### src/rtl/rmq_ram.sv
module rmq_ram #(
    parameter int WIDTH = 8,
    parameter int DEPTH = 16
) (
    input  logic                     clk,
    input  logic                     wr_en,
    input  logic [$clog2(DEPTH)-1:0] wr_addr,
    input  logic [WIDTH-1:0]         wr_data,
    input  logic                     rd_en,
    input  logic [$clog2(DEPTH)-1:0] rd_addr,
    output logic [WIDTH-1:0]         rd_data
);

    logic [WIDTH-1:0] mem [DEPTH];

    always_ff @(posedge clk)
    begin
        if (wr_en)
        begin
            mem[wr_addr] <= wr_data;
        end
        if (rd_en)
        begin
            rd_data <= mem[rd_addr];
        end
    end

endmodule

### config.mk
export PLATFORM = sky130hd
export DESIGN_NAME = rmq_ram
export DESIGN_NICKNAME = d
export VERILOG_FILES = /design/src/rtl/rmq_ram.sv
export SDC_FILE = /design/constraint.sdc
export NUM_CORES = 1
export LEC_CHECK = 0
export BUFFER_PORTS_ARGS = -buffer_cell sky130_fd_sc_hd__clkbuf_2
export CORE_MARGIN = 4
export CORE_UTILIZATION = 55
export DETAILED_ROUTE_END_ITERATION = 16
export PLACE_DENSITY = 0.73
export SLEW_MARGIN = 15
export SYNTH_ARGS = -nofsm -noshare
export SYNTH_HDL_FRONTEND = slang
export SYNTH_SLANG_ARGS = --single-unit
### constraint.sdc
create_clock -name clk -period 2.45 [get_ports clk]
set_input_delay 0.245 -clock clk [delete_from_list [all_inputs] [get_ports clk]]
set_output_delay 0.245 -clock clk [all_outputs]
set_load 0.05 [all_outputs]
==> results.md <==
* Max_slew headroom at 45.2%
* Congestion Overflow GR at 0
* Gr usage total at 20.3%
* GP Congestion at 0.722
* Share of layout cells above drive strength 1 at 31.3%
* Largest net degree at the start of global routing at 22
* First drt pass iteration count at 4
* Top FF cell, synth: edfxtp_1
* Multi-input logic area at 1060 sq um
* Number of global-route vias before repair at 2664
* Peak VDD IR at 0.497 mV
* Synth cell count leaders: 136 x edfxtp_1, 18 x mux4_2, 16 x a22oi_1
* CTS resizes at 0
* Hold buffer count at CTS at 0
* Synth top area share at 78.1%
* Io pins at 27
* Setup bufs post-CTS at 0
* Max stage delay cell, worst path: mux4_1
* Dpl ws at 414 ps
* YS warnings at 0
* Worst Tran Pin Value at 819 ps
* Mean Syn Cell Area at 22.8 sq um
* CP max FO at 1
* Crit path capture type: flip-flop
* CTS Buffer Depth at 2
* Initial antenna violation count at 0
* Total CTS buffers at 17
* Die width at 105 um
* Antenna Cells at 0
* Final Cycle Share at 61.3%
* Buf/Inv on CP at 0
* Filler cells at 558
* RSZ-0062 raised after global routing: false
* CTS sink cnt at 136
* Sum of negative setup slack at 0 ps
* Post-synthesis cell type count at 18
* CP startpoint kind: flip-flop
* Final Skew at 10.9 ps
* EDFF count, synth at 136
* Mapped Cells at 229
* Top cells by area, synth: edfxtp_1 78%, mux4_2 7.8%, mux4_1 7.0%, a22oi_1 2.3%, nor2_1 0.93%
* Critical path's top delay family: multiplexers
* Port buffer count at 26
* Critical path origin: mem[3][5]$_DFFE_PP_
* Core footprint at 9240 sq um
* Reg2reg start: mem[3][5]$_DFFE_PP_
* Async set-reset flop share out of synthesis at 0%
* Peak Freq at 0.665 GHz
* Final nets at 300
* Fin. max-slew vios at 0
* PwrDens at 862 nW/um^2
* Final setup violation count at 0
* Run status: complete, no violations
* Synthesized Nets at 248
* DRT Wirelength at 10300 um
* Critical Path Sink: rd_data[5]$_DFFE_PP_
* Most frequent cell after synthesis: edfxtp_1
* Dpl hpwl at 6270 um
* Area growth from synthesis to layout at 17.9%
* Starting Density at 56.6%
* Total number of vias at 2518
* CP Depth at 3
* Cell area after synthesis at 5230 sq um
* Die Height at 105 um
* DRT iter0 DRCs at 201
* Worst hold path class: in -> reg
* Worst-Skew Late Latency at 520 ps
* FF-to-FF setup slack at 950 ps
* Area leader, netlist: edfxtp_1
* Post-DR vias/cell at 5.95
* Static leakage at 2.08 nW
* R2r worst-path depth at 3
* Die area at 11100 sq um
* CP Data Arrival Time at 1780 ps
* CP peak stage delay at 500 ps
* CTS clk-pin slew, worst paths at 70 ps
* Max-cap viol count at 0
* Seq/Total Area, Yosys at 78.1%
* Routed Antenna Nets at 0
* Clk root buf: clkbuf_8
* Period minus WS final at 1500 ps
* # rows at 35
* Critical Path RT at 2730 ps
* DRC at 0
* Drt wl/cell at 24.4 um
* CP Cell Sequence: mux4_1 > a22oi_1 > nand2_1
* Hold Fails Final Rpt at 0
* Crit Path Class: reg -> reg
* RR Endpoint: rd_data[5]$_DFFE_PP_
* CTS tree: yes
* Setup ws final at 947 ps
* Seq cells post-synth at 136
* Register area at 4080 sq um
* First-pass GRT wire length at 15900 um
* H-tree depth at 4
through the flow:
stage          instances  hold WS [ps]  utilization [%]  area, sq um  power [mW]
2_1_floorplan        229           344                -         5230        2.85
3_3_place_gp         391           651             60.6         5600        2.95
3_5_place_dp         391           674             60.6         5600        2.96
4_1_cts              423           128             66.7         6160        5.34
5_1_grt              423           140             66.7         6160        5.49
6_report             423           149             66.7         6160        5.31
state kept, by name, summed over array words and instances (netlist names):
register and flops:
mem 128, rd_data 8
cells by family (layout without fill, tap and decap cells):
kind of cell	after synthesis	count (layout)	synth area share (%)
multiplexers	32	32	14.8
AO/OA/AOI/OAI	16	16	2.30
AND/OR/NAND/NOR	35	35	3.14
buffers and inverters	10	75	1.65
flip-flops	136	136	78.1
area by class of cell:
class / count / share of cell area [%]
multi-input combinational: 83 / 17.2
timing repair buffer: 43 / 4.79
clock buffer: 17 / 6.72
tap: 129 / 2.62
sequential: 136 / 66.3
clock inverter: 15 / 2.46
worst min path at each step:
stage	startpoint	endpoint	slack, ps	cells after the start
6_report	rd_en	rd_data[5]$_DFFE_PP_	150	1
4_1_cts	rd_en	rd_data[5]$_DFFE_PP_	130	1
5_1_grt	rd_en	rd_data[5]$_DFFE_PP_	140	1
2_1_floorplan	wr_data[0]	mem[0][0]$_DFFE_PP_	340	0
3_3_place_gp	wr_data[2]	mem[8][2]$_DFFE_PP_	650	1
3_5_place_dp	wr_data[2]	mem[9][2]$_DFFE_PP_	670	1
metal layers:
layer,share of wire (%),routed length [um],global-route usage [%]
met1,40,4150,28.2
met5,0,0,0
met4,2.6,264,10.1
met2,49,5040,30.4
met3,8.4,870,5.14
power by group:
part           leakage [nW]  internal, mW  switching (mW)  total, mW
Combinational         0.582         0.103           0.175      0.278
Clock                 0.266          1.45           0.951       2.40
Sequential             1.24          2.62          0.0142       2.64
Total                  2.08          4.17            1.14       5.31
cells in the final DEF, fill, tap and decap left out, types with 2 or more instances in the layout:
cell type and count:
clkinvlp_4 4, buf_4 14, a22oi_1 16, clkbuf_2 26
clkinv_4 2, clkbuf_16 16, nand2_1 9, buf_12 3
edfxtp_1 136, mux4_2 18, nor2_1 13, clkinv_2 2
mux4_1 14, clkinv_1 2, nand3b_1 2, nand2b_1 2
inv_6 3, bufinv_16 2, nor3_1 4
Power figures use the tool's default switching activity.
